### src/rtl/assert_macros.svh
// ----------------------------------------------------------------------------
// Assertion macros
// Shared concurrent assertion wrappers; define ASSERT_OFF to drop them.
// ----------------------------------------------------------------------------
`ifndef ASSERT_MACROS_SVH
`define ASSERT_MACROS_SVH

`ifndef ASSERT_OFF
// prop must hold at every rising edge outside reset
`define NDW_ASSERT(label, ck, rn, prop, msg) \
    label: assert property (@(posedge ck) disable iff (!rn) prop) else $error(msg);
// cond must never be true at a rising edge outside reset
`define NDW_ASSERT_NEVER(label, ck, rn, cond, msg) \
    label: assert property (@(posedge ck) disable iff (!rn) !(cond)) else $error(msg);
`else
`define NDW_ASSERT(label, ck, rn, prop, msg)
`define NDW_ASSERT_NEVER(label, ck, rn, cond, msg)
`endif

`endif

### src/rtl/ndw_pkg.sv
// ----------------------------------------------------------------------------
// ndw_pkg
// Widths, register codes and shared structs of the array index walker.
// ----------------------------------------------------------------------------
package ndw_pkg;

    localparam int NUM_AXES       = 4;
    localparam int AXIS_BITS      = $clog2(NUM_AXES);
    localparam int LEN_BITS       = 12;
    localparam int LENX_BITS      = LEN_BITS + 1;
    localparam int RANK_BITS      = 3;
    localparam int S1_BITS        = 2 * LEN_BITS;
    localparam int STRIDE_BITS    = 36;
    localparam int OFFSET_BITS    = 48;
    localparam int CFG_INDEX_BITS = 3;
    localparam int CFG_DATA_BITS  = LEN_BITS;

    // derived geometry runs three multiply stages behind the registers
    localparam int SETTLE_CYCLES  = 3;
    localparam int SETTLE_BITS    = 2;

    localparam logic [RANK_BITS-1:0] RANK_RESET     = RANK_BITS'(0);
    localparam logic [RANK_BITS-1:0] COLLAPSE_RESET = RANK_BITS'(4);
    localparam logic [LEN_BITS-1:0]  LEN_ONE        = LEN_BITS'(1);

    typedef enum logic [CFG_INDEX_BITS-1:0] {
        REG_RANK     = 3'd0,
        REG_LEN_0    = 3'd1,
        REG_LEN_1    = 3'd2,
        REG_LEN_2    = 3'd3,
        REG_LEN_3    = 3'd4,
        REG_COLLAPSE = 3'd5
    } reg_index_t;

    // geometry as seen by the walk and the offset datapath
    typedef struct packed {
        logic                               settled;
        logic                               zero_walk;
        logic [NUM_AXES-1:0]                incl;
        logic [NUM_AXES-1:0][LEN_BITS-1:0]  len;
        logic [LEN_BITS-1:0]                stride_2;
        logic [S1_BITS-1:0]                 stride_1;
        logic [STRIDE_BITS-1:0]             stride_0;
        logic [OFFSET_BITS-1:0]             total;
        logic [LEN_BITS-1:0]                dlen;
        logic [STRIDE_BITS-1:0]             dstr;
    } geom_t;

    // first pipeline stage: walk position after the transfer
    typedef struct packed {
        logic                               valid;
        logic                               elem_valid;
        logic [NUM_AXES-1:0][LEN_BITS-1:0]  pos;
    } walk_t;

endpackage

### src/rtl/ndw_res_if.sv
// ----------------------------------------------------------------------------
// ndw_res_if
// Result channel: one element offset and walk geometry per transfer.
// ----------------------------------------------------------------------------
interface ndw_res_if;
    import ndw_pkg::*;

    logic                   valid;
    logic                   ready;
    logic [OFFSET_BITS-1:0] offset;
    logic                   elem_valid;
    logic                   last_elem;
    logic [OFFSET_BITS-1:0] total_count;
    logic [LEN_BITS-1:0]    dropped_len;
    logic [STRIDE_BITS-1:0] dropped_stride;

    modport source (output valid, output offset, output elem_valid, output last_elem,
                    output total_count, output dropped_len, output dropped_stride,
                    input ready);
    modport sink   (input valid, input offset, input elem_valid, input last_elem,
                    input total_count, input dropped_len, input dropped_stride,
                    output ready);
endinterface

### src/rtl/ndw_offset.sv
// ----------------------------------------------------------------------------
// ndw_offset
// Per-axis stride products, offset sum and the result register.
// ----------------------------------------------------------------------------
`include "assert_macros.svh"

module ndw_offset (
    input  logic           clk,
    input  logic           rst_n,
    input  ndw_pkg::geom_t geom,
    input  ndw_pkg::walk_t walk,
    output logic           take,
    ndw_res_if.source      result
);
    import ndw_pkg::*;

    logic [NUM_AXES-1:0][LEN_BITS-1:0]    m;
    logic [NUM_AXES-1:0][OFFSET_BITS-1:0] prod_next;
    logic                                 last_next;
    logic                                 en3;

    logic                                 v2_reg;
    logic [NUM_AXES-1:0][OFFSET_BITS-1:0] prod_reg;
    logic                                 ev2_reg;
    logic                                 last2_reg;

    logic                                 out_valid_reg;
    logic [OFFSET_BITS-1:0]               offset_reg;
    logic                                 ev_reg;
    logic                                 last_reg;
    logic [OFFSET_BITS-1:0]               total_reg;
    logic [LEN_BITS-1:0]                  dlen_reg;
    logic [STRIDE_BITS-1:0]               dstr_reg;

    assign en3  = !out_valid_reg || result.ready;
    assign take = !v2_reg || en3;

    always_comb
    begin
        last_next = walk.elem_valid;
        for (int i = 0; i < NUM_AXES; i++)
        begin
            m[i] = (walk.elem_valid && geom.incl[i]) ? walk.pos[i] : '0;
            if (geom.incl[i] &&
                (LENX_BITS'(walk.pos[i]) + LENX_BITS'(1) < LENX_BITS'(geom.len[i])))
                last_next = 1'b0;
        end
        prod_next[0] = OFFSET_BITS'(m[0]) * OFFSET_BITS'(geom.stride_0);
        prod_next[1] = OFFSET_BITS'(m[1]) * OFFSET_BITS'(geom.stride_1);
        prod_next[2] = OFFSET_BITS'(m[2]) * OFFSET_BITS'(geom.stride_2);
        prod_next[3] = OFFSET_BITS'(m[3]);
    end

    always_ff @(posedge clk or negedge rst_n)
    begin
        if (!rst_n)
        begin
            v2_reg        <= 1'b0;
            out_valid_reg <= 1'b0;
        end
        else
        begin
            if (take)
                v2_reg <= walk.valid;
            if (en3)
                out_valid_reg <= v2_reg;
        end
    end

    always_ff @(posedge clk)
    begin
        if (take && walk.valid)
        begin
            prod_reg  <= prod_next;
            ev2_reg   <= walk.elem_valid;
            last2_reg <= last_next;
        end
        if (en3 && v2_reg)
        begin
            offset_reg <= prod_reg[0] + prod_reg[1] + prod_reg[2] + prod_reg[3];
            ev_reg     <= ev2_reg;
            last_reg   <= last2_reg;
            total_reg  <= geom.total;
            dlen_reg   <= geom.dlen;
            dstr_reg   <= geom.dstr;
        end
    end

    assign result.valid          = out_valid_reg;
    assign result.offset         = offset_reg;
    assign result.elem_valid     = ev_reg;
    assign result.last_elem      = last_reg;
    assign result.total_count    = total_reg;
    assign result.dropped_len    = dlen_reg;
    assign result.dropped_stride = dstr_reg;

    `NDW_ASSERT_NEVER(a_invalid_clean, clk, rst_n, result.valid && !result.elem_valid && (result.offset != '0 || result.last_elem), "non-element result carries offset or last")
    `NDW_ASSERT(a_stage_hold, clk, rst_n, v2_reg && !en3 |=> v2_reg, "product stage dropped while result stalled")
    `NDW_ASSERT(a_last_is_elem, clk, rst_n, result.valid && result.last_elem |-> result.elem_valid, "last flag on a non-element result")

endmodule

### src/flat_wrapper.sv
// flat-port wrapper written by rule: the top's interface ports become plain ports
module ndw_offset_flat import ndw_pkg::*;
  (clk, rst_n, geom, walk, take, result_valid, result_offset, result_elem_valid, result_last_elem, result_total_count, result_dropped_len, result_dropped_stride, result_ready);
  ndw_res_if result_i ();
  input  logic clk;
  input  logic rst_n;
  input  ndw_pkg::geom_t geom;
  input  ndw_pkg::walk_t walk;
  output logic take;
  output wire logic [$bits(result_i.valid)-1:0] result_valid;
  output wire logic [$bits(result_i.offset)-1:0] result_offset;
  output wire logic [$bits(result_i.elem_valid)-1:0] result_elem_valid;
  output wire logic [$bits(result_i.last_elem)-1:0] result_last_elem;
  output wire logic [$bits(result_i.total_count)-1:0] result_total_count;
  output wire logic [$bits(result_i.dropped_len)-1:0] result_dropped_len;
  output wire logic [$bits(result_i.dropped_stride)-1:0] result_dropped_stride;
  input wire logic [$bits(result_i.ready)-1:0] result_ready;
  assign result_valid = result_i.valid;
  assign result_offset = result_i.offset;
  assign result_elem_valid = result_i.elem_valid;
  assign result_last_elem = result_i.last_elem;
  assign result_total_count = result_i.total_count;
  assign result_dropped_len = result_i.dropped_len;
  assign result_dropped_stride = result_i.dropped_stride;
  assign result_i.ready = result_ready;
  ndw_offset u_core (.clk(clk), .rst_n(rst_n), .geom(geom), .walk(walk), .take(take), .result(result_i));
endmodule
### config.mk
export PLATFORM = sky130hd
export DESIGN_NAME = ndw_offset_flat
export DESIGN_NICKNAME = d
export VERILOG_FILES = /design/src/rtl/ndw_pkg.sv /design/src/rtl/ndw_res_if.sv /design/src/rtl/ndw_offset.sv /design/src/flat_wrapper.sv
export VERILOG_INCLUDE_DIRS = /design/src /design/src/rtl
export SDC_FILE = /design/constraint.sdc
export NUM_CORES = 2
export LEC_CHECK = 0
export BUFFER_PORTS_ARGS = -buffer_cell sky130_fd_sc_hd__buf_2
export CAP_MARGIN = 15
export CELL_PAD_IN_SITES_DETAIL_PLACEMENT = 0
export CELL_PAD_IN_SITES_GLOBAL_PLACEMENT = 1
export CORE_MARGIN = 2
export CORE_UTILIZATION = 46
export CTS_CLUSTER_SIZE = 20
export DETAILED_ROUTE_END_ITERATION = 10
export PLACE_DENSITY = 0.81
export SETUP_SLACK_MARGIN = 0.15
export SKIP_LAST_GASP = 1
export SLEW_MARGIN = 10
export SYNTH_ARGS = -nofsm -noshare
export SYNTH_HDL_FRONTEND = slang
export SYNTH_SLANG_ARGS = --single-unit
### constraint.sdc
create_clock -name clk -period 13.2 [get_ports clk]
set_input_delay 1.98 -clock clk [delete_from_list [all_inputs] [get_ports clk]]
set_output_delay 1.98 -clock clk [all_outputs]
set_load 0.01 [all_outputs]
# Yosys cells after proc, flatten, opt, wreduce, memory -nomap -nowiden
# Cells that the tools add are included.
# W data, S select, Z words.
[op_classes] add_sub_neg=7 n_mul=3 order_cmp=4 muxes=3 reduce_logical=15
[op_table] cell="$add A12 B1 Y13 const B" n=4
[op_table] cell="$lt A13 B12 Y1" n=4
[op_table] cell="$add A48 B12 Y48" n=1
[op_table] cell="$add A48 B24 Y48" n=1
[op_table] cell="$add A48 B36 Y48" n=1
[op_table] cell="$mul A12 B36 Y48" n=1
[op_table] cell="$mul A12 B24 Y36" n=1
[op_table] cell="$mux W12" n=3
[op_table] cell="$mul A12 B12 Y24" n=1
[op_table] cell="$logic_and A1 B1 Y1" n=10
[op_table] cell="$reduce_or A4 Y1" n=1
[op_table] cell="$logic_not A1 Y1" n=2
[op_table] cell="$logic_or A1 B1 Y1" n=2
[totals] regBits=270 input_bits=275 out_inout_bits=148 wordCells=46

# Logic depth before layout (Yosys ltp)
[logic_depth] word_depth=4 ltp_mapped=26

# Worst setup path after synthesis
# No wires, ideal clock.
[synth_path] kind="input port to flip-flop" startpoint="in geom[216] in the netlist's numbering" endpoint="reg u_core.prod_reg[47] in the netlist's numbering, data pin" arrival_time_ns=7.789 required_ns=12.930 setup_slack_ns=5.140 path_stages=23 path_buffers=4 cell_sequence="clkbuf_1 > and3_1 > clkbuf_1 > clkbuf_1 > nand2_1 > fa_1 > fa_1 > inv_1 > fa_1 > fa_1 > inv_1 > fa_1 > inv_1 > ha_1 > clkbuf_1 > nand2_1 > or4_1 > a211o_1 > a31oi_4 > o21ai_2 > a2111oi_4 > or3_1 > o211ai_2"
[synth_lines] element="start: declaration" line_no="flat_wrapper.sv:7" source="input ndw_pkg::geom_t geom;"
[synth_lines] element="end signal: assignment" line_no="ndw_offset.sv:74" source="prod_reg <= prod_next;"
[synth_lines] element="end: declaration" line_no="ndw_offset.sv:23" source="logic [NUM_AXES-1:0][OFFSET_BITS-1:0] prod_reg;"

==> out/results.ini <==
[status]
status = complete, no violations

[yosys]
netlist_area_um2 = 40690
synthDistinctLibCells = 78
synth_area_per_cell_um2 = 9.624
synthFlopType = edfxtp_1
ys_async_sr_fraction_pct = 0.7407
yosys_register_bits = 270
synthCells = 4228
ys.warnings.count = 0
synth_edf_count = 268
seq_area_frac_synth_pct = 19.90
syn_nets = 5544

[route]
avgViaCountPerCell = 5.210
drc = 0
vias = 29530
drt_iter0_drc = 1653
drt_first_pass_iters = 5
ant_nets = 0
wl_per_cell_um = 17.53
wirelength_mm = 99.38

[sta]
setup_tns_ps = 0
finalSetupViolations = 0
slew_viol_final = 0
max_clock_freq_mhz = 112.6
min_period_ps = 8884
tightestPinTransition_ps = 1234
relSlewSlack_pct = 16.71
hold_viol = 0
rsz0062_at_grt = false
clock_skew_ps = 25.95
post-route-period-util_pct = 67.31

[layout]
fill_cells = 8161
nets = 5798
syn_to_final_growth_pct = 9.489
drive_above_1_share_pct = 11.10
largest_reg_flops = 120
finalInstanceArea_um2 = 44550

[clocking]
cts_made_buffers = 29
clock_path_buffers = 3
clkLatencyLatePin_ps = 580
htreeDepth = 1
post_cts_buffers = 0
clkTransAtPathRegs_ps = 60
cts_tree = yes
cts_repair_resize_count = 0
ctsRootBufferMaster = clkbuf_16
holdBufCountCts = 0
cts.sink_count = 270

[worst_setup_path]
worstSetupEndpointType = flop
r2r_start = u_core.prod_reg[49]
crit_arrival_ps = 9200
worst-setup-path-type = in2reg
path_max_fanout = 50
cp.required_ps = 13510
crit_start = walk[48]
start_kind = primary input

[placement]
hpwl_mm = 79.45
io_buffers = 420
place_congestion = 0.8391
place_area_um2 = 43550

[floorplan]
core_um2 = 87970
die_area_um2 = 90850
fp.dieH_um = 301.4
dieWidth_um = 301.4
rows = 109
start_util_pct = 46.26
ios = 423

[pwr]
comb_power_share_pct = 57.3
power_per_cell_area_nw_per_um2 = 116.2
leakagePower_nw = 22.01
vdd.ir_drop.worst_uv = 176.9
seqPwrFrac_pct = 26.4
swShare_pct = 43.06
p_clk_share_pct = 16.3
p_total_mw = 5.179
internal_power_mw = 2.949
p_sw_mw = 2.230

[grt]
grt_use_total_pct = 22.55
grt_antenna_before_repair = 2
grt_overflow_total = 0
grt_start_max_net_pins = 70
grt_pass1_vias = 31000
grt_pass1_wl_mm = 162.6

[worst_hold_path]
holdCritStartpoint = u_core.ev2_reg
hold_path_class = reg2reg

[job]
drv_cap = 0

cell usage after synthesis (17+ instances only):
library cell / number / share of area [%]
nand3_1: 57 / 0.70
nor2b_1: 17 / 0.26
a21oi_1: 115 / 1.4
xor2_1: 55 / 1.2
inv_1: 836 / 7.7
nand2b_1: 21 / 0.32
nand4_1: 26 / 0.40
xnor2_1: 110 / 2.4
edfxtp_1: 268 / 20
and2_1: 277 / 4.3
clkbuf_1: 204 / 1.9
o21ai_1: 17 / 0.21
o21ai_0: 47 / 0.58
and3_1: 72 / 1.1
nand2_1: 675 / 6.2
fa_1: 696 / 34
ha_1: 345 / 11
o21a_1: 26 / 0.48
nor3_1: 18 / 0.22
a21o_1: 98 / 1.8
nor2_1: 82 / 0.76
kinds of logic after synthesis:
kind of cell / after synthesis / share of synthesized area [%]
buffers and inverters: 1041 / 9.606
AOI/OAI and AO/OA: 429 / 7.146
and+or+nand+nor: 1280 / 14.89
muxes: 2 / 0.04920
adders and majority gates: 1041 / 44.85
xor gates and xnor gates: 165 / 3.552
DFF: 270 / 19.90
layout make-up:
type | instances | area, um2 | area share, %
multi-input cells | 2917 | 28700 | 64.42
flip-flops and latches | 270 | 8098 | 18.18
inverters | 836 | 3138 | 7.044
repair buffers | 428 | 2162 | 4.853
well taps | 1165 | 1458 | 3.272
clock buffers | 34 | 744.5 | 1.671
clock inverters | 18 | 249.0 | 0.5589
diodes | 1 | 2.502 | 0.005617
final timing paths:
check / endpoint / slack (ps) / depth (start not counted)
max in group asynchronous: u_core.result.valid / 11920 / 1
worst min-delay path: u_core.result.elem_valid / 420 / 0
worst max register to register: u_core.result.offset[33] / 8020 / 14
min in group asynchronous: u_core.v2_reg / 1180 / 1
worst min register to register: u_core.result.elem_valid / 420 / 0
worst max-delay path: u_core.prod_reg[82] / 4320 / 21
critical path, stage by stage:
cell and delay, ps:
buf_2 600, and3_1 990, nand2_1 190, fa_1 570
inv_1 50, fa_1 580, fa_1 460, fa_1 510
inv_1 50, fa_1 470, inv_1 40, ha_1 350
a21o_1 210, a21o_1 160, a2111oi_0 400, o21ai_1 130
a41oi_1 430, o221ai_1 280, a31oi_1 400, o21ai_1 150
xor2_1 160
power groups by stage:
stage	sequential, mW	combinational [mW]	clock (mW)
after detailed placement	1.38	2.95	0
after floorplan	1.39	2.05	0
after global routing	1.38	3.35	0.908
after global placement	1.39	2.92	0
final	1.36	2.97	0.846
after CTS	1.37	2.98	0.872
metrics by stage:
stage               utilization (%)  hold slack, ps  setup slack, ps  std cells
CTS                           50.64           426.8             4347       5668
detailed placement            49.51           414.1             3778       5616
global placement              49.51           404.0             3741       5616
finish                        50.64           423.5             4316       5669
global route                  50.64           433.4             3890       5668
floorplan                         -           400.3             5140       4228
metal layers:
layer | up-vias | routed length (um) | global-route usage (%)
li1 | 13650 | - | -
met1 | 14920 | 39930 | 27.91
met2 | 804 | 51640 | 41.51
met3 | 152 | 4874 | 2.399
met4 | 2 | 2926 | 6.231
met5 | - | 13 | 0
placed cells by master (no fill, tap or decap), types with 8 or more instances in the layout:
| cell | n |
|---|---|
| a211oi_1 | 10 |
| a21o_1 | 98 |
| a21oi_1 | 115 |
| a31oi_1 | 16 |
| and2_1 | 275 |
| and3_1 | 64 |
| and3_2 | 8 |
| buf_2 | 420 |
| buf_4 | 8 |
| clkbuf_16 | 29 |
| edfxtp_1 | 268 |
| fa_1 | 696 |
| ha_1 | 345 |
| inv_1 | 836 |
| nand2_1 | 675 |
| nand2b_1 | 21 |
| nand3_1 | 57 |
| nand4_1 | 26 |
| nor2_1 | 82 |
| nor2b_1 | 17 |
| nor3_1 | 18 |
| o211ai_1 | 12 |
| o21a_1 | 26 |
| o21ai_0 | 47 |
| o21ai_1 | 17 |
| o21bai_1 | 13 |
| xnor2_1 | 110 |
| xor2_1 | 55 |
(Power assumes the default switching activity.)
