==> config.mk <==
export PLATFORM = sky130hd
export DESIGN_NAME = ndw_geom
export DESIGN_NICKNAME = d
export VERILOG_FILES = /design/src/rtl/assert_macros.svh /design/src/rtl/ndw_pkg.sv /design/src/rtl/ndw_geom.sv
export SDC_FILE = /design/constraint.sdc
export NUM_CORES = 2
export LEC_CHECK = 0
export ABC_AREA = 1
export BUFFER_PORTS_ARGS = -buffer_cell sky130_fd_sc_hd__buf_2
export CORE_ASPECT_RATIO = 1.75
export CORE_MARGIN = 2
export CORE_UTILIZATION = 45
export DETAILED_ROUTE_END_ITERATION = 8
export SYNTH_ARGS = -nofsm -noshare
export SYNTH_HDL_FRONTEND = slang
export SYNTH_SLANG_ARGS = --single-unit
==> constraint.sdc <==
create_clock -name clk -period 7.2 [get_ports clk]
set_clock_uncertainty 0.2 [all_clocks]
set_input_delay 0.72 -clock clk [delete_from_list [all_inputs] [get_ports clk]]
set_output_delay 0.72 -clock clk [all_outputs]
set_load 0.02 [all_outputs]
==> src/rtl/assert_macros.svh <==
// ----------------------------------------------------------------------------
// Assertion macros
// Shared concurrent assertion wrappers; define ASSERT_OFF to drop them.
// ----------------------------------------------------------------------------
`ifndef ASSERT_MACROS_SVH
`define ASSERT_MACROS_SVH

`ifndef ASSERT_OFF
// prop must hold at every rising edge outside reset
`define NDW_ASSERT(label, ck, rn, prop, msg) \
    label: assert property (@(posedge ck) disable iff (!rn) prop) else $error(msg);
// cond must never be true at a rising edge outside reset
`define NDW_ASSERT_NEVER(label, ck, rn, cond, msg) \
    label: assert property (@(posedge ck) disable iff (!rn) !(cond)) else $error(msg);
`else
`define NDW_ASSERT(label, ck, rn, prop, msg)
`define NDW_ASSERT_NEVER(label, ck, rn, cond, msg)
`endif

`endif

==> src/rtl/ndw_pkg.sv <==
// ----------------------------------------------------------------------------
// ndw_pkg
// Widths, register codes and shared structs of the array index walker.
// ----------------------------------------------------------------------------
package ndw_pkg;

    localparam int NUM_AXES       = 4;
    localparam int AXIS_BITS      = $clog2(NUM_AXES);
    localparam int LEN_BITS       = 12;
    localparam int LENX_BITS      = LEN_BITS + 1;
    localparam int RANK_BITS      = 3;
    localparam int S1_BITS        = 2 * LEN_BITS;
    localparam int STRIDE_BITS    = 36;
    localparam int OFFSET_BITS    = 48;
    localparam int CFG_INDEX_BITS = 3;
    localparam int CFG_DATA_BITS  = LEN_BITS;

    // derived geometry runs three multiply stages behind the registers
    localparam int SETTLE_CYCLES  = 3;
    localparam int SETTLE_BITS    = 2;

    localparam logic [RANK_BITS-1:0] RANK_RESET     = RANK_BITS'(0);
    localparam logic [RANK_BITS-1:0] COLLAPSE_RESET = RANK_BITS'(4);
    localparam logic [LEN_BITS-1:0]  LEN_ONE        = LEN_BITS'(1);

    typedef enum logic [CFG_INDEX_BITS-1:0] {
        REG_RANK     = 3'd0,
        REG_LEN_0    = 3'd1,
        REG_LEN_1    = 3'd2,
        REG_LEN_2    = 3'd3,
        REG_LEN_3    = 3'd4,
        REG_COLLAPSE = 3'd5
    } reg_index_t;

    // geometry as seen by the walk and the offset datapath
    typedef struct packed {
        logic                               settled;
        logic                               zero_walk;
        logic [NUM_AXES-1:0]                incl;
        logic [NUM_AXES-1:0][LEN_BITS-1:0]  len;
        logic [LEN_BITS-1:0]                stride_2;
        logic [S1_BITS-1:0]                 stride_1;
        logic [STRIDE_BITS-1:0]             stride_0;
        logic [OFFSET_BITS-1:0]             total;
        logic [LEN_BITS-1:0]                dlen;
        logic [STRIDE_BITS-1:0]             dstr;
    } geom_t;

    // first pipeline stage: walk position after the transfer
    typedef struct packed {
        logic                               valid;
        logic                               elem_valid;
        logic [NUM_AXES-1:0][LEN_BITS-1:0]  pos;
    } walk_t;

endpackage

==> src/rtl/ndw_geom.sv <==
// ----------------------------------------------------------------------------
// ndw_geom
// Configuration registers and pipelined stride / element count products.
// ----------------------------------------------------------------------------
module ndw_geom (
    input  logic                               clk,
    input  logic                               rst_n,
    input  logic                               wr_en,
    input  logic [ndw_pkg::CFG_INDEX_BITS-1:0] wr_index,
    input  logic [ndw_pkg::CFG_DATA_BITS-1:0]  wr_data,
    output ndw_pkg::geom_t                     geom
);
    import ndw_pkg::*;

    logic [RANK_BITS-1:0]               rank_reg;
    logic [RANK_BITS-1:0]               collapse_reg;
    logic [NUM_AXES-1:0][LEN_BITS-1:0]  len_reg;
    logic [SETTLE_BITS-1:0]             settle_reg;

    logic [RANK_BITS-1:0]               eff_rank;
    logic                               has_k;
    logic [NUM_AXES-1:0]                in_rank;
    logic [NUM_AXES-1:0]                incl;
    logic                               zero_walk;
    logic [NUM_AXES-1:0][LEN_BITS-1:0]  le;
    logic [NUM_AXES-1:0][LEN_BITS-1:0]  lc;
    logic [LEN_BITS-1:0]                dlen;
    logic [STRIDE_BITS-1:0]             dstr_next;

    logic [S1_BITS-1:0]                 stride_1_reg;
    logic [S1_BITS-1:0]                 part_23_reg;
    logic [STRIDE_BITS-1:0]             stride_0_reg;
    logic [STRIDE_BITS-1:0]             part_123_reg;
    logic [OFFSET_BITS-1:0]             total_reg;
    logic [STRIDE_BITS-1:0]             dstr_reg;

    always_ff @(posedge clk or negedge rst_n)
    begin
        if (!rst_n)
        begin
            rank_reg     <= RANK_RESET;
            collapse_reg <= COLLAPSE_RESET;
            len_reg      <= {NUM_AXES{LEN_ONE}};
            settle_reg   <= SETTLE_BITS'(SETTLE_CYCLES);
        end
        else if (wr_en)
        begin
            settle_reg <= SETTLE_BITS'(SETTLE_CYCLES);
            unique case (wr_index)
                REG_RANK:     rank_reg     <= wr_data[RANK_BITS-1:0];
                REG_LEN_0:    len_reg[0]   <= wr_data;
                REG_LEN_1:    len_reg[1]   <= wr_data;
                REG_LEN_2:    len_reg[2]   <= wr_data;
                REG_LEN_3:    len_reg[3]   <= wr_data;
                REG_COLLAPSE: collapse_reg <= wr_data[RANK_BITS-1:0];
                default:      ;
            endcase
        end
        else if (settle_reg != '0)
        begin
            settle_reg <= settle_reg - 1'b1;
        end
    end

    always_comb
    begin
        eff_rank  = (rank_reg > RANK_BITS'(NUM_AXES)) ? RANK_BITS'(NUM_AXES) : rank_reg;
        has_k     = collapse_reg < eff_rank;
        zero_walk = 1'b0;
        for (int i = 0; i < NUM_AXES; i++)
        begin
            in_rank[i] = RANK_BITS'(i) < eff_rank;
            incl[i]    = in_rank[i] && (collapse_reg != RANK_BITS'(i));
            le[i]      = in_rank[i] ? len_reg[i] : LEN_ONE;
            // collapsed axis counts as 1, or 0 when its length is 0
            if (!in_rank[i])
                lc[i] = LEN_ONE;
            else if (incl[i])
                lc[i] = len_reg[i];
            else
                lc[i] = (len_reg[i] != '0) ? LEN_ONE : '0;
            if (in_rank[i] && (len_reg[i] == '0))
                zero_walk = 1'b1;
        end
        dlen = has_k ? len_reg[collapse_reg[AXIS_BITS-1:0]] : '0;
        dstr_next = '0;
        if (has_k)
        begin
            unique case (collapse_reg[AXIS_BITS-1:0])
                2'd0:    dstr_next = stride_0_reg;
                2'd1:    dstr_next = STRIDE_BITS'(stride_1_reg);
                2'd2:    dstr_next = STRIDE_BITS'(le[3]);
                default: dstr_next = STRIDE_BITS'(1);
            endcase
        end
    end

    // one multiply per stage
    always_ff @(posedge clk)
    begin
        stride_1_reg <= S1_BITS'(le[2]) * S1_BITS'(le[3]);
        part_23_reg  <= S1_BITS'(lc[2]) * S1_BITS'(lc[3]);
        stride_0_reg <= STRIDE_BITS'(stride_1_reg) * STRIDE_BITS'(le[1]);
        part_123_reg <= STRIDE_BITS'(part_23_reg) * STRIDE_BITS'(lc[1]);
        total_reg    <= OFFSET_BITS'(part_123_reg) * OFFSET_BITS'(lc[0]);
        dstr_reg     <= dstr_next;
    end

    assign geom.settled   = (settle_reg == '0);
    assign geom.zero_walk = zero_walk;
    assign geom.incl      = incl;
    assign geom.len       = len_reg;
    assign geom.stride_2  = le[3];
    assign geom.stride_1  = stride_1_reg;
    assign geom.stride_0  = stride_0_reg;
    assign geom.total     = total_reg;
    assign geom.dlen      = dlen;
    assign geom.dstr      = dstr_reg;

endmodule

**Word level (Yosys, flattened, before mapping)**

Index checks and enable logic that the tools add are counted.

- Register bits after elaboration: 260
- Input bits: 18
- Output and inout port bits: 222

- Add/subtract/negate cells: 1
- $mul: 5
- Magnitude comparators: 7
- Eq/ne operators: 10
- Multiplexer cells: 26
- Reductions and logical operators: 28

Operator list:

| cell | number |
|---|---|
| $mux 12 | 13 |
| $pmux 36 s3 | 1 |
| $mul 24x12->36 | 2 |
| $logic_not 12->1 | 4 |
| $mul 12x12->24 | 2 |
| $mul 36x12->48 | 1 |
| $reduce_bool 12->1 | 4 |
| $bmux 12 s2 | 1 |
| $reduce_and 2->1 | 6 |
| $logic_and 1x1->1 | 8 |
| $mux 1 | 8 |
| $eq 3x2->1 const B | 2 |
| $eq 3x3->1 const B | 2 |
| $lt 1x3->1 const A | 2 |
| $lt 2x3->1 const A | 2 |
| $ne 3x2->1 const B | 2 |
| $logic_not 2->1 | 2 |
| $mux 2 | 2 |
| $reduce_bool 2->1 | 2 |
| $eq 3x1->1 const B | 1 |
| $gt 3x3->1 const B | 1 |
| $logic_not 3->1 | 1 |
| $lt 2x3->1 const B | 1 |
| $lt 3x3->1 | 1 |
| 6 further kinds | 6 |

**Depth between registers and ports, before layout**

- Word-level depth: 8
- Gate-level depth with buffers: 33
- Mapped depth without buffers: 30

**Worst setup path after synthesis**

Ideal clock, no wire load.

- Path kind: register to register
- Start point: register collapse_reg[2]
- End point: register part_23_reg[20]
- Setup time: 0.112 ns
- Arrival: 5.209 ns
- Path slack: 1.679 ns
- Stages on the path, launching flop included: 26
- Period minus slack after synthesis: 5.521 ns
- Path through: dfstp_2 inv_1 a21oi_4 inv_2 buf_4 nor2_1 buf_2 nand2_1 fa_1 inv_1 fa_1 inv_1 fa_1 inv_1 fa_1 inv_1 fa_1 inv_1 ha_1 a21o_1 a21oi_1 nor2_1 nor3_1 nand2_1 nand2_1 nand2_1

RTL lines:

| element | RTL line | RTL |
|---|---|---|
| start, declared | ndw_geom.sv:16 | `logic [RANK_BITS-1:0] collapse_reg;` |
| start signal, assigned | ndw_geom.sv:55 | `REG_COLLAPSE: collapse_reg <= wr_data[RANK_BITS-1:0];` |
| end signal, assigned | ndw_geom.sv:102 | `part_23_reg <= S1_BITS'(lc[2]) * S1_BITS'(lc[3]);` |
| end, declared | ndw_geom.sv:31 | `logic [S1_BITS-1:0] part_23_reg;` |

**Worst setup path in the final report**

- Start point: register collapse_reg[2]
- End point: register total_reg[39]

- Longest elaborated chain between the ends: 5

RTL lines:

| element | RTL line | RTL |
|---|---|---|
| $reduce_bool 3->1 | ndw_geom.sv:73 | `incl[i] = in_rank[i] && (collapse_reg != RANK_BITS'(i));` |
| $logic_and 1x1->1 | ndw_geom.sv:73 |  |
| $mux 12 | ndw_geom.sv:78 | `else if (incl[i])` |
| $mux 12 | ndw_geom.sv:76 | `if (!in_rank[i])` |
| $mul 36x12->48 | ndw_geom.sv:105 | `total_reg <= OFFSET_BITS'(part_123_reg) * OFFSET_BITS'(lc[0]);` |
| end signal, assigned | ndw_geom.sv:105 |  |
| end, declared | ndw_geom.sv:34 | `logic [OFFSET_BITS-1:0] total_reg;` |

Every way passes these cells.
A chain may end at the register's enable or synchronous reset.

==> run summary <==
STATUS
-----------------------------------------------------------------------------------------------
Result of the run                                                                  finished, final reports clean

LOGIC SYNTHESIS
-----------------------------------------------------------------------------------------------
Cell variety after synth                                                                     42
Net count after synthesis                                                                  7806
Combined area of all synthesized cells                                               49600 um^2
Count of flip-flops with a built-in enable after synthesis                                    0
Primary flip-flop cell chosen by synthesis mapping                                      dfxtp_1
Share of flip-flops with an asynchronous set or reset                                     0.215
Post-Syn Instances                                                                         6447
Share of synthesized area occupied by flip-flops and latches                              0.111
Number of flip-flops and latches in the synthesized netlist                                 260
Average cell area after synthesis                                                     7.69 um^2
Yosys warning count                                                                           0

PLACEMENT
-----------------------------------------------------------------------------------------------
Placed Cells                                                                               8020
Total cell area at the placement stage                                               52300 um^2
Count of input and output buffers                                                           239
Routability cong.                                                                         0.977
Dpl hpwl                                                                                 139 mm
Pre-CTS setup slack                                                                    0.208 ns

CLOCK TREE
-----------------------------------------------------------------------------------------------
CTS Root Cell                                                                         clkbuf_16
TritonCTS clock tree                                                                       done
H-tree levels                                                                                 2
CTS-repair resized insts                                                                      0
Number of hold buffers added after cts                                                        0
Clock input transition at the sequential cells of the worst setup and hold paths        0.06 ns
Number of buffers created by CTS                                                             34
Sinks on Clock Net                                                                          260
Total setup buffers inserted after CTS                                                        0
Worst skew pair latency                                                                 0.61 ns
CTS max path bufs                                                                             3

FLOORPLANNING
-----------------------------------------------------------------------------------------------
Initial cell density of the core                                                          0.453
Number of standard-cell rows in the floorplan                                               161
Io pins                                                                                     240
Chip height                                                                              443 um
Core footprint                                                                      110000 um^2
Die ar.                                                                             113000 um^2
Die X-Extent                                                                             255 um

WORST SETUP PATH
-----------------------------------------------------------------------------------------------
Worst Setup Start Kind                                                                flip-flop
Category of the worst setup path capture point                                        flip-flop
Highest net fanout along the worst path                                                      28
Category of the critical setup timing path                                         flip-flop to flip-flop
Required time at the worst-slack endpoint                                               7.49 ns
Arrival time at the worst endpoint                                                      7.26 ns

ROUTE
-----------------------------------------------------------------------------------------------
DRC viols                                                                                     0
Iteration-0 DRC Markers                                                                    2235
Number of routed nets with antenna violations                                                 0
Total Wirelength                                                                         166 mm
Routed length per placed instance                                                       20.5 um
Drt via density                                                                            5.19
Via count                                                                                 41977
First-pass DRT Iterations                                                                     8

TIMING
-----------------------------------------------------------------------------------------------
Tcrit/Tclk final                                                                          0.968
Final-report hold violation count                                                             0
Final count of negative-setup-slack endpoints                                                 0
Setup TNS after final layout                                                               0 ns
Post-layout min period                                                                  6.97 ns
Max transition margin                                                                     0.355
Fmax                                                                                    144 MHz
Unrepaired setup endpoints after global routing                                           false
Worst-Margin Slew                                                                      0.967 ns
Smallest setup slack after layout                                                      0.234 ns
Max Transition Viols Final                                                                    0
Hold slack                                                                            0.0374 ns

PWR
-----------------------------------------------------------------------------------------------
IR Drop Worst-Case VDD                                                                 0.304 mV
Power per cell area                                                                 255 nW/um^2
Overall power                                                                           13.6 mW
Standby leakage power                                                                   27.7 nW

LAYOUT
-----------------------------------------------------------------------------------------------
Final nets                                                                                 7948
Final Non-Filler Cells                                                                     8086
Area of all placed cells without fillers                                             53500 um^2
Synth-to-layout area growth                                                               7.77%
Ratio of cells with drive above 1 in the final layout                                    0.0676
Layout Utilization                                                                        0.488

GLOBAL ROUTE
-----------------------------------------------------------------------------------------------
Wire length of the first global-routing pass                                             259 mm
Global Route Usage Sum                                                                    0.305
Remaining global-route overflow                                                               0
Pin count of the biggest net entering global routing                                         57
Number of global-route vias before repair                                                 46127
Initial antenna violation count                                                               3

FLOW RUN
-----------------------------------------------------------------------------------------------
Max Cap Viol                                                                                  0

WORST HOLD PATH
-----------------------------------------------------------------------------------------------
Worst min path class                                                               input port to asynchronous set/reset pin

==> cell usage after synthesis, types with 2 or more instances <==
| master | instances | area [um^2] |
|---|---|---|
| nand2_1 | 1795 | 6740 |
| inv_1 | 1509 | 5660 |
| fa_1 | 980 | 19600 |
| nor2_1 | 613 | 2300 |
| ha_1 | 361 | 4520 |
| dfxtp_1 | 204 | 4080 |
| a21oi_1 | 173 | 866 |
| nand3_1 | 120 | 601 |
| o21ai_0 | 117 | 586 |
| clkbuf_1 | 97 | 364 |
| xor2_1 | 70 | 613 |
| dfrtp_1 | 49 | 1230 |
| buf_2 | 48 | 240 |
| buf_1 | 44 | 165 |
| nor3_1 | 31 | 155 |
| a31oi_1 | 28 | 175 |
| nand4_1 | 27 | 169 |
| xnor2_1 | 21 | 184 |
| inv_2 | 19 | 71.3 |
| a22oi_1 | 16 | 120 |
| o21bai_1 | 15 | 113 |
| buf_4 | 13 | 97.6 |
| buf_6 | 13 | 146 |
| a21o_1 | 11 | 82.6 |
| nand2_2 | 11 | 68.8 |
| nor4_1 | 11 | 68.8 |
| nor2_4 | 10 | 113 |
| nor2_2 | 8 | 50.1 |
| dfstp_2 | 7 | 184 |
| nand3b_1 | 6 | 45.0 |
| clkinv_1 | 3 | 11.3 |
| inv_4 | 3 | 18.8 |
| a21boi_0 | 2 | 15.0 |
| a21oi_4 | 2 | 32.5 |
| and2_1 | 2 | 12.5 |
| nand2_8 | 2 | 40.0 |
==> logic make-up after synthesis <==
| family | synth area share |
|---|---|
| flip-flops | 0.111 |
| AND/OR/NAND/NOR | 0.209 |
| adder cells (fa/ha/maj) | 0.487 |
| buffers and inverters | 0.137 |
| XOR/XNOR | 0.0161 |
| AO/OA/AOI/OAI | 0.0406 |
==> worst max-delay path, stage by stage (launching register included) <==
cell	delay (ns)
dfstp_2	0.55
inv_1	0.10
nand2_1	0.11
nand2_1	0.09
inv_2	0.36
nand2_2	0.16
clkinv_2	0.39
nand2_1	0.16
fa_1	0.54
fa_1	0.52
inv_1	0.06
fa_1	0.56
fa_1	0.43
fa_1	0.44
ha_1	0.49
nand2_1	0.16
inv_1	0.09
nand2_1	0.05
nor2_1	0.46
nand4_1	0.35
nand3_1	0.30
nand2_1	0.12
nand3_1	0.08
nand2_1	0.05
==> report_power, final <==
group,internal (mW),switching (mW)
combinational,3.03,6.00
sequential,1.91,0.830
clock,1.05,0.801
total,5.99,7.63
==> cell type report <==
type / count / area, um^2
sequential: 260 / 5490
inverter: 1534 / 5770
clock buffer: 42 / 962
clock inverter: 20 / 228
timing repair buffer: 321 / 1810
antenna: 4 / 10.0
multi-input combinational: 4438 / 37300
tap: 1467 / 1840
fill: 11250 / 56100
==> worst paths after layout <==
kind                                   from       endpoint  slack, ns  cells past startpoint
min in group clk                      wr_en  settle_reg[1]       0.21                      3
hold reg to reg            stride_0_reg[24]   dstr_reg[24]       0.25                      2
setup reg to reg            collapse_reg[2]  total_reg[39]       0.23                     23
hold / removal                        rst_n      geom[179]       0.04                      2
max in group asynchronous             rst_n      geom[213]       6.27                      2
setup / recovery            collapse_reg[2]  total_reg[39]       0.23                     23
==> routing by layer <==
metal | GRT usage | part of all wire | vias to the layer above
li1 | - | - | 19015
met1 | 0.307 | 0.33 | 20816
met2 | 0.565 | 0.52 | 1533
met3 | 0.0386 | 0.050 | 613
met4 | 0.227 | 0.092 | 0
met5 | 0 | 0 | -
==> cells in the final DEF (no fill, tap or decap), types with 4 or more instances in the layout <==
master,netlist,layout
a21o_1,11,11
a21oi_1,173,173
a22oi_1,16,16
a31oi_1,28,28
buf_2,48,239
buf_4,13,82
clkbuf_16,0,35
clkbuf_8,0,6
clkinv_2,0,7
dfrtp_1,49,49
dfstp_2,7,7
dfxtp_1,204,204
diode_2,0,4
fa_1,980,980
ha_1,361,361
inv_1,1509,1509
inv_2,19,16
inv_6,0,5
nand2_1,1795,1795
nand2_2,11,11
nand3_1,120,120
nand3b_1,6,6
nand4_1,27,27
nor2_1,613,613
nor2_2,8,7
nor2_4,10,11
nor3_1,31,31
nor4_1,11,11
o21ai_0,117,116
o21bai_1,15,15
xnor2_1,21,21
xor2_1,70,70
Power figures use the tool's default switching activity.
