[src/rtl/assert_macros.svh]
// ----------------------------------------------------------------------------
// Assertion macros
// Shared concurrent assertion wrappers; define ASSERT_OFF to drop them.
// ----------------------------------------------------------------------------
`ifndef ASSERT_MACROS_SVH
`define ASSERT_MACROS_SVH

`ifndef ASSERT_OFF
// prop must hold at every rising edge outside reset
`define NDW_ASSERT(label, ck, rn, prop, msg) \
    label: assert property (@(posedge ck) disable iff (!rn) prop) else $error(msg);
// cond must never be true at a rising edge outside reset
`define NDW_ASSERT_NEVER(label, ck, rn, cond, msg) \
    label: assert property (@(posedge ck) disable iff (!rn) !(cond)) else $error(msg);
`else
`define NDW_ASSERT(label, ck, rn, prop, msg)
`define NDW_ASSERT_NEVER(label, ck, rn, cond, msg)
`endif

`endif

[src/rtl/ndw_pkg.sv]
// ----------------------------------------------------------------------------
// ndw_pkg
// Widths, register codes and shared structs of the array index walker.
// ----------------------------------------------------------------------------
package ndw_pkg;

    localparam int NUM_AXES       = 4;
    localparam int AXIS_BITS      = $clog2(NUM_AXES);
    localparam int LEN_BITS       = 12;
    localparam int LENX_BITS      = LEN_BITS + 1;
    localparam int RANK_BITS      = 3;
    localparam int S1_BITS        = 2 * LEN_BITS;
    localparam int STRIDE_BITS    = 36;
    localparam int OFFSET_BITS    = 48;
    localparam int CFG_INDEX_BITS = 3;
    localparam int CFG_DATA_BITS  = LEN_BITS;

    // derived geometry runs three multiply stages behind the registers
    localparam int SETTLE_CYCLES  = 3;
    localparam int SETTLE_BITS    = 2;

    localparam logic [RANK_BITS-1:0] RANK_RESET     = RANK_BITS'(0);
    localparam logic [RANK_BITS-1:0] COLLAPSE_RESET = RANK_BITS'(4);
    localparam logic [LEN_BITS-1:0]  LEN_ONE        = LEN_BITS'(1);

    typedef enum logic [CFG_INDEX_BITS-1:0] {
        REG_RANK     = 3'd0,
        REG_LEN_0    = 3'd1,
        REG_LEN_1    = 3'd2,
        REG_LEN_2    = 3'd3,
        REG_LEN_3    = 3'd4,
        REG_COLLAPSE = 3'd5
    } reg_index_t;

    // geometry as seen by the walk and the offset datapath
    typedef struct packed {
        logic                               settled;
        logic                               zero_walk;
        logic [NUM_AXES-1:0]                incl;
        logic [NUM_AXES-1:0][LEN_BITS-1:0]  len;
        logic [LEN_BITS-1:0]                stride_2;
        logic [S1_BITS-1:0]                 stride_1;
        logic [STRIDE_BITS-1:0]             stride_0;
        logic [OFFSET_BITS-1:0]             total;
        logic [LEN_BITS-1:0]                dlen;
        logic [STRIDE_BITS-1:0]             dstr;
    } geom_t;

    // first pipeline stage: walk position after the transfer
    typedef struct packed {
        logic                               valid;
        logic                               elem_valid;
        logic [NUM_AXES-1:0][LEN_BITS-1:0]  pos;
    } walk_t;

endpackage

[src/rtl/ndw_cmd_if.sv]
// ----------------------------------------------------------------------------
// ndw_cmd_if
// Command channel: one restart/advance tick per transfer.
// ----------------------------------------------------------------------------
interface ndw_cmd_if;
    logic valid;
    logic ready;
    logic restart;

    modport source (output valid, output restart, input ready);
    modport sink   (input valid, input restart, output ready);
endinterface

[src/rtl/ndw_step.sv]
// ----------------------------------------------------------------------------
// ndw_step
// Walk position counters with carry chain; first pipeline register.
// ----------------------------------------------------------------------------
`include "assert_macros.svh"

module ndw_step (
    input  logic           clk,
    input  logic           rst_n,
    input  ndw_pkg::geom_t geom,
    ndw_cmd_if.sink        cmd,
    input  logic           take,
    output ndw_pkg::walk_t walk
);
    import ndw_pkg::*;

    logic [NUM_AXES-1:0][LEN_BITS-1:0]  pos_reg;
    logic [NUM_AXES-1:0][LEN_BITS-1:0]  pos_next;
    logic                               active_reg;
    logic                               active_next;
    logic                               v1_reg;
    logic                               ev1_reg;
    logic [NUM_AXES-1:0][LEN_BITS-1:0]  pos1_reg;

    logic                               accept;
    logic                               carry;
    logic [NUM_AXES-1:0][LEN_BITS-1:0]  adv_pos;
    logic [NUM_AXES-1:0][LENX_BITS-1:0] inc;

    assign cmd.ready = geom.settled && (!v1_reg || take);
    assign accept    = cmd.valid && cmd.ready;

    always_comb
    begin
        for (int i = 0; i < NUM_AXES; i++)
            inc[i] = LENX_BITS'(pos_reg[i]) + LENX_BITS'(1);
        // ripple from the fastest axis; skipped axes pass the carry
        carry   = 1'b1;
        adv_pos = pos_reg;
        for (int a = NUM_AXES - 1; a >= 0; a--)
        begin
            if (!geom.zero_walk && geom.incl[a] && carry)
            begin
                if (inc[a] < LENX_BITS'(geom.len[a]))
                begin
                    adv_pos[a] = inc[a][LEN_BITS-1:0];
                    carry      = 1'b0;
                end
                else
                begin
                    adv_pos[a] = '0;
                end
            end
        end

        pos_next    = pos_reg;
        active_next = active_reg;
        if (cmd.restart)
        begin
            pos_next    = '0;
            active_next = !geom.zero_walk;
        end
        else if (active_reg)
        begin
            pos_next = adv_pos;
            if (carry)
                active_next = 1'b0;
        end
    end

    always_ff @(posedge clk or negedge rst_n)
    begin
        if (!rst_n)
        begin
            pos_reg    <= '0;
            active_reg <= 1'b0;
            v1_reg     <= 1'b0;
        end
        else
        begin
            if (accept)
            begin
                pos_reg    <= pos_next;
                active_reg <= active_next;
            end
            if (accept)
                v1_reg <= 1'b1;
            else if (take)
                v1_reg <= 1'b0;
        end
    end

    always_ff @(posedge clk)
    begin
        if (accept)
        begin
            ev1_reg  <= active_next;
            pos1_reg <= pos_next;
        end
    end

    assign walk.valid      = v1_reg;
    assign walk.elem_valid = ev1_reg;
    assign walk.pos        = pos1_reg;

    `NDW_ASSERT(a_restart_active, clk, rst_n, accept && cmd.restart |=> active_reg == !$past(geom.zero_walk), "restart did not set walk state from geometry")
    `NDW_ASSERT(a_idle_advance, clk, rst_n, accept && !cmd.restart && !active_reg |=> walk.valid && !walk.elem_valid, "advance without a walk gave an element")
    `NDW_ASSERT(a_state_hold, clk, rst_n, !accept |=> $stable(pos_reg) && $stable(active_reg), "walk state moved without a transfer")

endmodule

[src/flat_wrapper.sv]
// flat-port wrapper written by rule: the top's interface ports become plain ports
module ndw_step_flat import ndw_pkg::*;
  (clk, rst_n, geom, take, walk, cmd_valid, cmd_restart, cmd_ready);
  ndw_cmd_if cmd_i ();
  input  logic clk;
  input  logic rst_n;
  input  ndw_pkg::geom_t geom;
  input  logic take;
  output ndw_pkg::walk_t walk;
  input wire logic [$bits(cmd_i.valid)-1:0] cmd_valid;
  input wire logic [$bits(cmd_i.restart)-1:0] cmd_restart;
  output wire logic [$bits(cmd_i.ready)-1:0] cmd_ready;
  assign cmd_i.valid = cmd_valid;
  assign cmd_i.restart = cmd_restart;
  assign cmd_ready = cmd_i.ready;
  ndw_step u_core (.clk(clk), .rst_n(rst_n), .geom(geom), .cmd(cmd_i), .take(take), .walk(walk));
endmodule
[config.mk]
export PLATFORM = sky130hd
export DESIGN_NAME = ndw_step_flat
export DESIGN_NICKNAME = d
export VERILOG_FILES = /design/src/rtl/ndw_pkg.sv /design/src/rtl/ndw_cmd_if.sv /design/src/rtl/ndw_step.sv /design/src/flat_wrapper.sv
export VERILOG_INCLUDE_DIRS = /design/src /design/src/rtl
export SDC_FILE = /design/constraint.sdc
export NUM_CORES = 1
export LEC_CHECK = 0
export BUFFER_PORTS_ARGS = -buffer_cell sky130_fd_sc_hd__buf_2
export CAP_MARGIN = 20
export CORE_MARGIN = 1.5
export CORE_UTILIZATION = 50
export CTS_BUF_LIST = sky130_fd_sc_hd__clkbuf_4 sky130_fd_sc_hd__clkbuf_8
export DETAILED_ROUTE_END_ITERATION = 8
export GPL_ROUTABILITY_DRIVEN = 0
export GPL_TIMING_DRIVEN = 0
export PLACE_DENSITY = 0.82
export SLEW_MARGIN = 20
export SYNTH_ARGS = -nofsm -noshare
export SYNTH_HDL_FRONTEND = slang
export SYNTH_SLANG_ARGS = --single-unit
[constraint.sdc]
create_clock -name clk -period 6.15 [get_ports clk]
set_input_delay 0.9225 -clock clk [delete_from_list [all_inputs] [get_ports clk]]
set_output_delay 0.9225 -clock clk [all_outputs]
set_load 0.005 [all_outputs]
### After elaboration in Yosys (flattened, before gate mapping)

Index checks and enable logic that the tools add are counted.

| word-level totals | value |
|---|---|
| output and inout bits | 51 |
| input bits | 227 |
| register bits after elaboration | 99 |
| word-level logic and storage cells | 55 |

| cells by class | value |
|---|---|
| add/subtract/negate cells | 4 |
| magnitude comparators | 4 |
| reduce and logical (&&, ||, !) cells | 13 |
| mux-type cells | 23 |

Operator list:

| kind | number |
|---|---|
| 2-to-1 mux 12 bit | 8 |
| 2-to-1 mux 48 bit | 2 |
| adder 12 x 1 -> 13 bit (second input constant) | 4 |
| < comparator 13 x 12 -> 1 bit | 4 |
| 2-to-1 mux 1 bit | 13 |
| logical AND 1 bit | 9 |
| logical NOT 1 bit | 2 |
| nonzero test 2 bit | 1 |
| logical OR 1 bit | 1 |

### Longest topological paths before layout

Gate-level depths: netlist (run 1).

| logic depth | value |
|---|---|
| word-level depth | 13 |
| depth in mapped cells | 16 |
| gate-level depth less buffers | 14 |

### Worst setup path before layout (run 1)

No wires, ideal clock.

| timing | value |
|---|---|
| path kind | input to register |
| start | input port take |
| end | register u_core.pos_reg[37] in the netlist's numbering |
| required time | 6.029 ns |
| stages on the path | 8 |
| setup slack | 2.391 ns |
| path buffers | 1 |
| setup time | 0.121 ns |
| arrival time | 3.638 ns |
| cells stage by stage | nand2b_1 > and2_1 > nand2_1 > clkinv_1 > nand2b_1 > nor3_1 > clkbuf_1 > a22o_1 |

| between the ends | value |
|---|---|
| longest elaborated chain between the ends | 3 |

RTL lines:

| what | RTL line | text |
|---|---|---|
| start: declaration | flat_wrapper.sv:8 | `input logic take;` |
| logical OR 1 bit | ndw_step.sv:30 | `assign cmd.ready = geom.settled && (!v1_reg \|\| take);` |
| logical AND 1 bit | ndw_step.sv:30 |  |
| named net cmd_ready | flat_wrapper.sv:12 | `output wire logic [$bits(cmd_i.ready)-1:0] cmd_ready;` |
| logical AND 1 bit | ndw_step.sv:31 | `assign accept = cmd.valid && cmd.ready;` |
| named net u_core.accept | ndw_step.sv:25 | `logic accept;` |
| end signal: assignment | ndw_step.sv:83 | `pos_reg <= pos_next;` |
| end: declaration | ndw_step.sv:17 | `logic [NUM_AXES-1:0][LEN_BITS-1:0] pos_reg;` |

The timed path passes the listed nets, and every way through them passes these cells.
A chain may end at the register's enable or synchronous reset.

==> results of run 1 <==
area by class of cell:
type	count	area, um2	area share (%)
inverters	62	234	2.99
flip-flops and latches	99	2720	34.8
well taps	176	220	2.81
plain buffers	57	249	3.18
multi-input cells	538	3630	46.4
clock buffers	11	145	1.85
clock inverters	5	61.3	0.783
repair buffers	109	563	7.20
diodes	1	2.50	0.0320
cell usage in the layout (no fill, tap or decap), drive strengths merged, types with 3 or more instances in the layout:
| master | instances |
|---|---|
| buf | 126 |
| nand2 | 67 |
| inv | 62 |
| nor2 | 54 |
| clkbuf | 51 |
| dfrtp | 50 |
| nand3 | 50 |
| edfxtp | 49 |
| ha | 48 |
| o21ai | 37 |
| a21oi | 34 |
| a22oi | 33 |
| xnor2 | 26 |
| nor3 | 18 |
| a21o | 13 |
| xor2 | 11 |
| nor4 | 11 |
| nand2b | 10 |
| and3 | 9 |
| a22o | 9 |
| nand4 | 8 |
| a31oi | 8 |
| nand3b | 8 |
| o2111ai | 8 |
| mux2i | 7 |
| or3 | 6 |
| a32oi | 6 |
| o211ai | 6 |
| o2bb2ai | 5 |
| o21a | 4 |
| and2 | 4 |
| and4 | 3 |
| or2 | 3 |
| nor2b | 3 |
| o21bai | 3 |
| o311ai | 3 |
| clkinvlp | 3 |
power groups by stage:
stage | Sequential (W) | Combinational [W] | Clock [W]
finish | 0.000773 | 0.000420 | 0.000442
global route | 0.000778 | 0.000473 | 0.000478
CTS | 0.000772 | 0.000418 | 0.000451
detailed placement | 0.000786 | 0.000415 | 0
global placement | 0.000786 | 0.000402 | 0
floorplan | 0.000781 | 0.000286 | 0
Yosys cell counts, drive strengths merged, types with 3 or more instances:
master / n / area [um2]
clkbuf: 40 / 153
nor2b: 3 / 18.8
o211ai: 6 / 50.1
ha: 48 / 601
nand3b: 8 / 60.1
xnor2: 26 / 228
o21bai: 3 / 22.5
o2111ai: 8 / 70.1
buf: 17 / 96.3
o2bb2ai: 5 / 43.8
nor2: 54 / 203
a22o: 9 / 78.8
o21a: 4 / 30.0
and3: 9 / 56.3
a22oi: 33 / 248
a31oi: 8 / 50.1
edfxtp: 49 / 1470
or3: 6 / 37.5
nand2: 67 / 251
or2: 3 / 18.8
o21ai: 37 / 185
nand2b: 10 / 62.6
a32oi: 6 / 52.6
inv: 61 / 229
nor4: 11 / 83.8
and2: 4 / 25.0
a21oi: 34 / 174
nand3: 50 / 275
a21o: 13 / 97.6
nand4: 8 / 50.1
and4: 3 / 26.3
dfrtp: 50 / 1250
o311ai: 3 / 48.8
xor2: 11 / 96.3
mux2i: 7 / 70.1
nor3: 18 / 100
per-stage QoR:
stage | instances | util, % | cell area (um2) | hold slack [ns]
final | 1058 | 58.9 | 7830 | 0.509
after floorplan | 756 | - | 6830 | 0.460
after global routing | 1057 | 58.8 | 7820 | 0.566
after CTS | 1057 | 58.8 | 7820 | 0.526
after detailed placement | 1041 | 57.3 | 7620 | 0.499
after global placement | 1040 | 57.1 | 7590 | 0.484
logic make-up (layout without fill, tap and decap cells):
group | Yosys count | after routing | share of synthesized area [%]
AO/OA/AOI/OAI | 184 | 184 | 18.8
flip-flops | 99 | 99 | 39.9
adder cells (fa/ha/maj) | 48 | 48 | 8.79
multiplexers | 9 | 9 | 1.36
buffers and inverters | 119 | 244 | 7.05
AND/OR/NAND/NOR | 260 | 260 | 19.4
XOR/XNOR | 37 | 37 | 4.74
other | 0 | 1 | 0
final timing paths:
| path | startpoint | end | slack [ns] | depth (start not counted) |
|---|---|---|---|---|
| max | u_core.pos_reg[14] | u_core.walk[4] | 1.54 | 13 |
| min | u_core.v1_reg | u_core.v1_reg | 0.51 | 2 |
| max reg2reg | u_core.pos_reg[14] | u_core.walk[4] | 1.54 | 13 |
| min reg2reg | u_core.v1_reg | u_core.v1_reg | 0.51 | 2 |
| max in group asynchronous | rst_n | u_core.pos_reg[14] | 5.12 | 1 |
| min in group asynchronous | rst_n | u_core.pos_reg[17] | 0.56 | 1 |
tightest hold or removal path: cells and delay by family, from the launching register on:
family | cells | cell delay, ns
flip-flops | 1 | 0.36
AND/OR/NAND/NOR | 2 | 0.12
metal layers:
layer / GRT usage, % / up-vias
met5: 0 / -
met4: 9.67 / 0
met3: 3.47 / 26
met2: 39.3 / 276
met1: 35.6 / 2917
li1: - / 2984
==> flow_metrics.env, run 1 <==
export IMPL_cts_tree="built"
export IMPL_setup_worst_path_start_class="register"
export IMPL_asyncSetResetFlopFracSynth_pct=50.5
export IMPL_cp_end_kind="register"
export IMPL_tns_ns=0
export IMPL_finalHoldViolations=0
export IMPL_critical_path_max_fanout=9
export IMPL_total_leakage_power_nw=3.52
export IMPL_crit_path_cell_trace="nand3_1 > nor4_1 > nand3_1 > xnor2_1 > ha_1 > a21oi_1 > nand3_1 > a31o_1 > nor3_2 > nand4bb_1 > buf_2 > a31oi_1 > o31ai_1"
export IMPL_worst_hold_path_type="register to register"
export IMPL_grt_antenna_before_repair=0
export IMPL_layout_area_overhead_vs_synth_pct=14.5
export IMPL_drive_gt1_share_pct=18.2
export IMPL_grt_remaining_overflow=0
export IMPL_max_slew_margin_rel_pct=49.5
export IMPL_rsz0062_at_grt="no"
export IMPL_cts_path_max_buffers=2
export IMPL_cts_hold_buffers_added=0
export IMPL_htreeDepth=3
export IMPL_post_cts_resized=0
export IMPL_report_final_setup_viol=0
export IMPL_power_switching_w=0.000524
export IMPL_clock_tree_root_cell="clkbuf_8"
export IMPL_routed_wire_length_per_instance_um=16.6
export IMPL_synth_main_ff_cell="dfrtp_1"
export IMPL_post_place_ws_ns=1.68
export IMPL_maxCapViolCount=0
export IMPL_synth_warnings=0
export IMPL_die_h_um=120
export IMPL_clk_pin_slew_ns=0.09
export IMPL_drt_wl_total_um=17600
export IMPL_status="complete, no violations"
export IMPL_clock_sinks=99
export IMPL_total_track_usage_pct=25.2
export IMPL_critPathKind="register to register"
export IMPL_wl_met1_um=7830
export IMPL_setup_ws_ns=1.54
export IMPL_row_count=42
export IMPL_share_seq_of_total_power_pct=47.3
export IMPL_io_buffer_count=108
export IMPL_internal_power_w=0.00111
export IMPL_drt_iter0_drc=635
export IMPL_post_synthesis_average_cell_area_um2=9.04
export IMPL_cpMostUsedCell="nand3_1"
export IMPL_wl_met3_um=1350
export IMPL_power_clock_fraction_pct=27.0
export IMPL_max_slew_worst_pin_slew_ns=0.751
export IMPL_clock_fmax_mhz=217
export IMPL_power_per_cell_area_nw_per_um2=209
export IMPL_synth_enable_flop_cells=49
export IMPL_route_antenna_remaining_nets=0
export IMPL_power_w=0.00164
export IMPL_post_drt_via_cell_ratio=5.86
export IMPL_top_level_ports=278
export IMPL_layout_filler_cells=1175
export IMPL_timing_final_max_slew_violations=0
export IMPL_floorplan_initialDensity_pct=51.4
export IMPL_dpl_hpwl_um=12800
export IMPL_route_top_layer_used="met4"
export IMPL_cts_buffers_inserted=9
export IMPL_die_w_um=120
export IMPL_number_of_flip_flops_and_latches_in_the_synthesized_netlist=99
export IMPL_clk_insertion_delay_late_ns=0.39
export IMPL_peakVddDrop_v=0.000114
export IMPL_arrival_ns=4.74
export IMPL_routed_wl_met2_um=8030
export IMPL_worst_ep_required_time_ns=6.28
export IMPL_final_period_utilization_pct=75.0
export IMPL_kind_of_cell_with_the_highest_combined_delay_on_the_critical_path="simple AND/OR/NAND/NOR gates"
export IMPL_synthesis_instances=756
export IMPL_synth_sequential_area_ratio_pct=39.9
export IMPL_post_cts_setup_buffer_count=0
export IMPL_global_route_wire_length_before_repair_um=28500
export IMPL_postSynthNetCount=1031
export IMPL_syn_cell_area_um2=6830
export IMPL_grt_pass1_vias=5670
export IMPL_die_area_um2=14400
export IMPL_crit_slowest_cell="nor4_1"
export IMPL_period_needed_ns=4.61
export IMPL_drt_pass1_iterations=5
export IMPL_dr_total_vias=6203
export IMPL_drc=0
export IMPL_sw_frac_of_total_pct=32.1
export IMPL_critPathBufInv=1
export IMPL_skew_ns=0.0159
export IMPL_synth_lib_cells_used_distinct=63
export IMPL_grt_start_max_net_pins=51
export IMPL_core_area_um2=13300
export IMPL_fin_nets=1151
export IMPL_combPwrFrac_pct=25.7
export IMPL_critPathMaxStageDelay_ns=0.74
(Power assumes the default switching activity.)
==> inputs of run 2 (changes only) <==
Clock period 6.15 ns to 4.45 ns, I/O delays scaled along.
==> run 2 against run 1 <==
  * Fmax rose by 9.8%
  * Power rose by 39%
  * Flip-flop and latch count did not move
  * Clock-buffer cell count did not move
  * Sequential share of layout area fell by 0.20 points
  * Largest cell class unchanged
==> flow_metrics.env, run 2 (synthesized netlist as in run 1, its figures left out) <==
export IMPL_status="complete, no violations"
export IMPL_drt_iter0_drc=557
export IMPL_drt_pass1_iterations=6
export IMPL_clk_pin_slew_ns=0.10
export IMPL_dpl_hpwl_um=12800
export IMPL_post_place_cells=1041
export IMPL_die_h_um=120
export IMPL_grt_start_max_net_pins=51
export IMPL_core_area_um2=13300
export IMPL_final_hold_worst_slack_ns=0.299
export IMPL_layout_commonest_cell="buf_2"
export IMPL_top_level_ports=278
export IMPL_arrival_ns=4.45
export IMPL_clock_fmax_mhz=238
export IMPL_worst_ep_required_time_ns=4.70
export IMPL_clock_tree_root_cell="clkbuf_8"
export IMPL_layout_filler_cells=1169
export IMPL_period_needed_ns=4.20
export IMPL_post_cts_setup_buffer_count=0
export IMPL_drive_gt1_share_pct=18.7
export IMPL_power_w=0.00227
export IMPL_htreeDepth=3
export IMPL_fin_nets=1151
export IMPL_maxCapViolCount=0
export IMPL_multi_input_comb_area_um2=3670
export IMPL_sw_frac_of_total_pct=32.3
export IMPL_peakVddDrop_v=0.000158
export IMPL_internal_power_w=0.00154
export IMPL_power_switching_w=0.000734
export IMPL_power_per_cell_area_nw_per_um2=288
export IMPL_share_seq_of_total_power_pct=47.1
export IMPL_cts_path_max_buffers=2
export IMPL_post_cts_resized=1
export IMPL_final_period_utilization_pct=94.5
export IMPL_drc=0
export IMPL_report_final_setup_viol=0
export IMPL_route_antenna_remaining_nets=0
export IMPL_timing_final_max_slew_violations=0
export IMPL_finalHoldViolations=0
export IMPL_row_count=42
export IMPL_max_slew_margin_rel_pct=55.0
export IMPL_clock_sinks=99
export IMPL_most_common_layout_cells="118 x buf_2, 67 x nand2_1, 61 x inv_1"
export IMPL_setup_worst_path_start_class="register"
export IMPL_critPathKind="register to register"
export IMPL_cts_hold_buffers_added=0
export IMPL_io_buffer_count=108
export IMPL_layout_area_overhead_vs_synth_pct=15.2
export IMPL_grt_pass1_vias=5684
export IMPL_skew_ns=0.0170
export IMPL_die_w_um=120
export IMPL_floorplan_initialDensity_pct=51.4
export IMPL_global_route_wire_length_before_repair_um=28500
export IMPL_layout_area_seq_um2=2720
export IMPL_critical_path_max_fanout=10
export IMPL_grt_remaining_overflow=0
export IMPL_cp_end_kind="register"
export IMPL_power_clock_fraction_pct=27.1
export IMPL_layout_cells_non_filler=1058
export IMPL_worst_hold_path_type="input port to asynchronous set/reset pin"
export IMPL_rsz0062_at_grt="no"
export IMPL_total_leakage_power_nw=3.54
export IMPL_clk_insertion_delay_late_ns=0.39
export IMPL_total_track_usage_pct=25.2
export IMPL_routed_wire_length_per_instance_um=16.8
export IMPL_dr_total_vias=6200
export IMPL_cts_buffers_inserted=9
export IMPL_drt_wl_total_um=17700
export IMPL_max_slew_worst_pin_slew_ns=0.675
export IMPL_combPwrFrac_pct=25.8
export IMPL_post_drt_via_cell_ratio=5.86
export IMPL_grt_antenna_before_repair=0
export IMPL_cts_tree="built"
export IMPL_die_area_um2=14400
run 2: worst max-delay path: stages, from the launching register on:
cell	delay, ns
dfrtp_1	0.52
nand3_1	0.32
nor4_4	0.49
nand3_1	0.15
xnor2_1	0.36
ha_1	0.34
a21oi_1	0.20
nand3_1	0.09
a31o_1	0.23
nor3_4	0.33
nand4b_1	0.36
buf_2	0.32
nor4_1	0.19
a21o_1	0.15
run 2: worst paths after layout:
check                      slack [ns]          startpoint            endpoint  cells after the start
min in group clk                 0.51       u_core.v1_reg       u_core.v1_reg                      2
max                              0.25  u_core.pos_reg[14]     u_core.walk[22]                     13
max in group asynchronous        3.68               rst_n  u_core.pos_reg[14]                      1
min reg2reg                      0.51       u_core.v1_reg       u_core.v1_reg                      2
min                              0.30               rst_n  u_core.pos_reg[17]                      1
max reg2reg                      0.25  u_core.pos_reg[14]     u_core.walk[22]                     13
run 2: power by group through the flow:
stage | clock network (W) | registers (W) | logic, W
global placement | 0 | 0.00109 | 0.000555
finish | 0.000616 | 0.00107 | 0.000586
detailed placement | 0 | 0.00109 | 0.000574
CTS | 0.000624 | 0.00107 | 0.000578
global route | 0.000660 | 0.00108 | 0.000658
floorplan | 0 | 0.00108 | 0.000395
run 2: per-stage QoR:
stage | area [um2] | setup WS (ns) | setup TNS, ns | utilization [%]
finish | 7870 | 0.247 | 0 | 59.2
global route | 7870 | 0.0117 | 0 | 59.2
CTS | 7830 | 0.0315 | 0 | 58.9
detailed placement | 7620 | -0.0155 | -0.0155 | 57.3
global placement | 7590 | -0.552 | -6.81 | 57.1
floorplan | 6830 | 0.769 | 0 | -
run 2: cell type report:
class / instances / area share, %
well taps: 176 / 2.80
inverters: 62 / 2.97
diodes: 1 / 0.0318
multi-input cells: 538 / 46.6
flip-flops and latches: 99 / 34.6
clock inverters: 5 / 0.779
clock buffers: 11 / 1.84
plain buffers: 57 / 3.20
repair buffers: 109 / 7.15
run 2: per-layer routing:
layer / global-route usage, % / vias up / share of wire (%)
met5: 0 / - / 0
met4: 9.75 / 0 / 2.8
met3: 3.61 / 41 / 7.7
met2: 39.4 / 290 / 46
met1: 35.4 / 2883 / 44
li1: - / 2986 / -
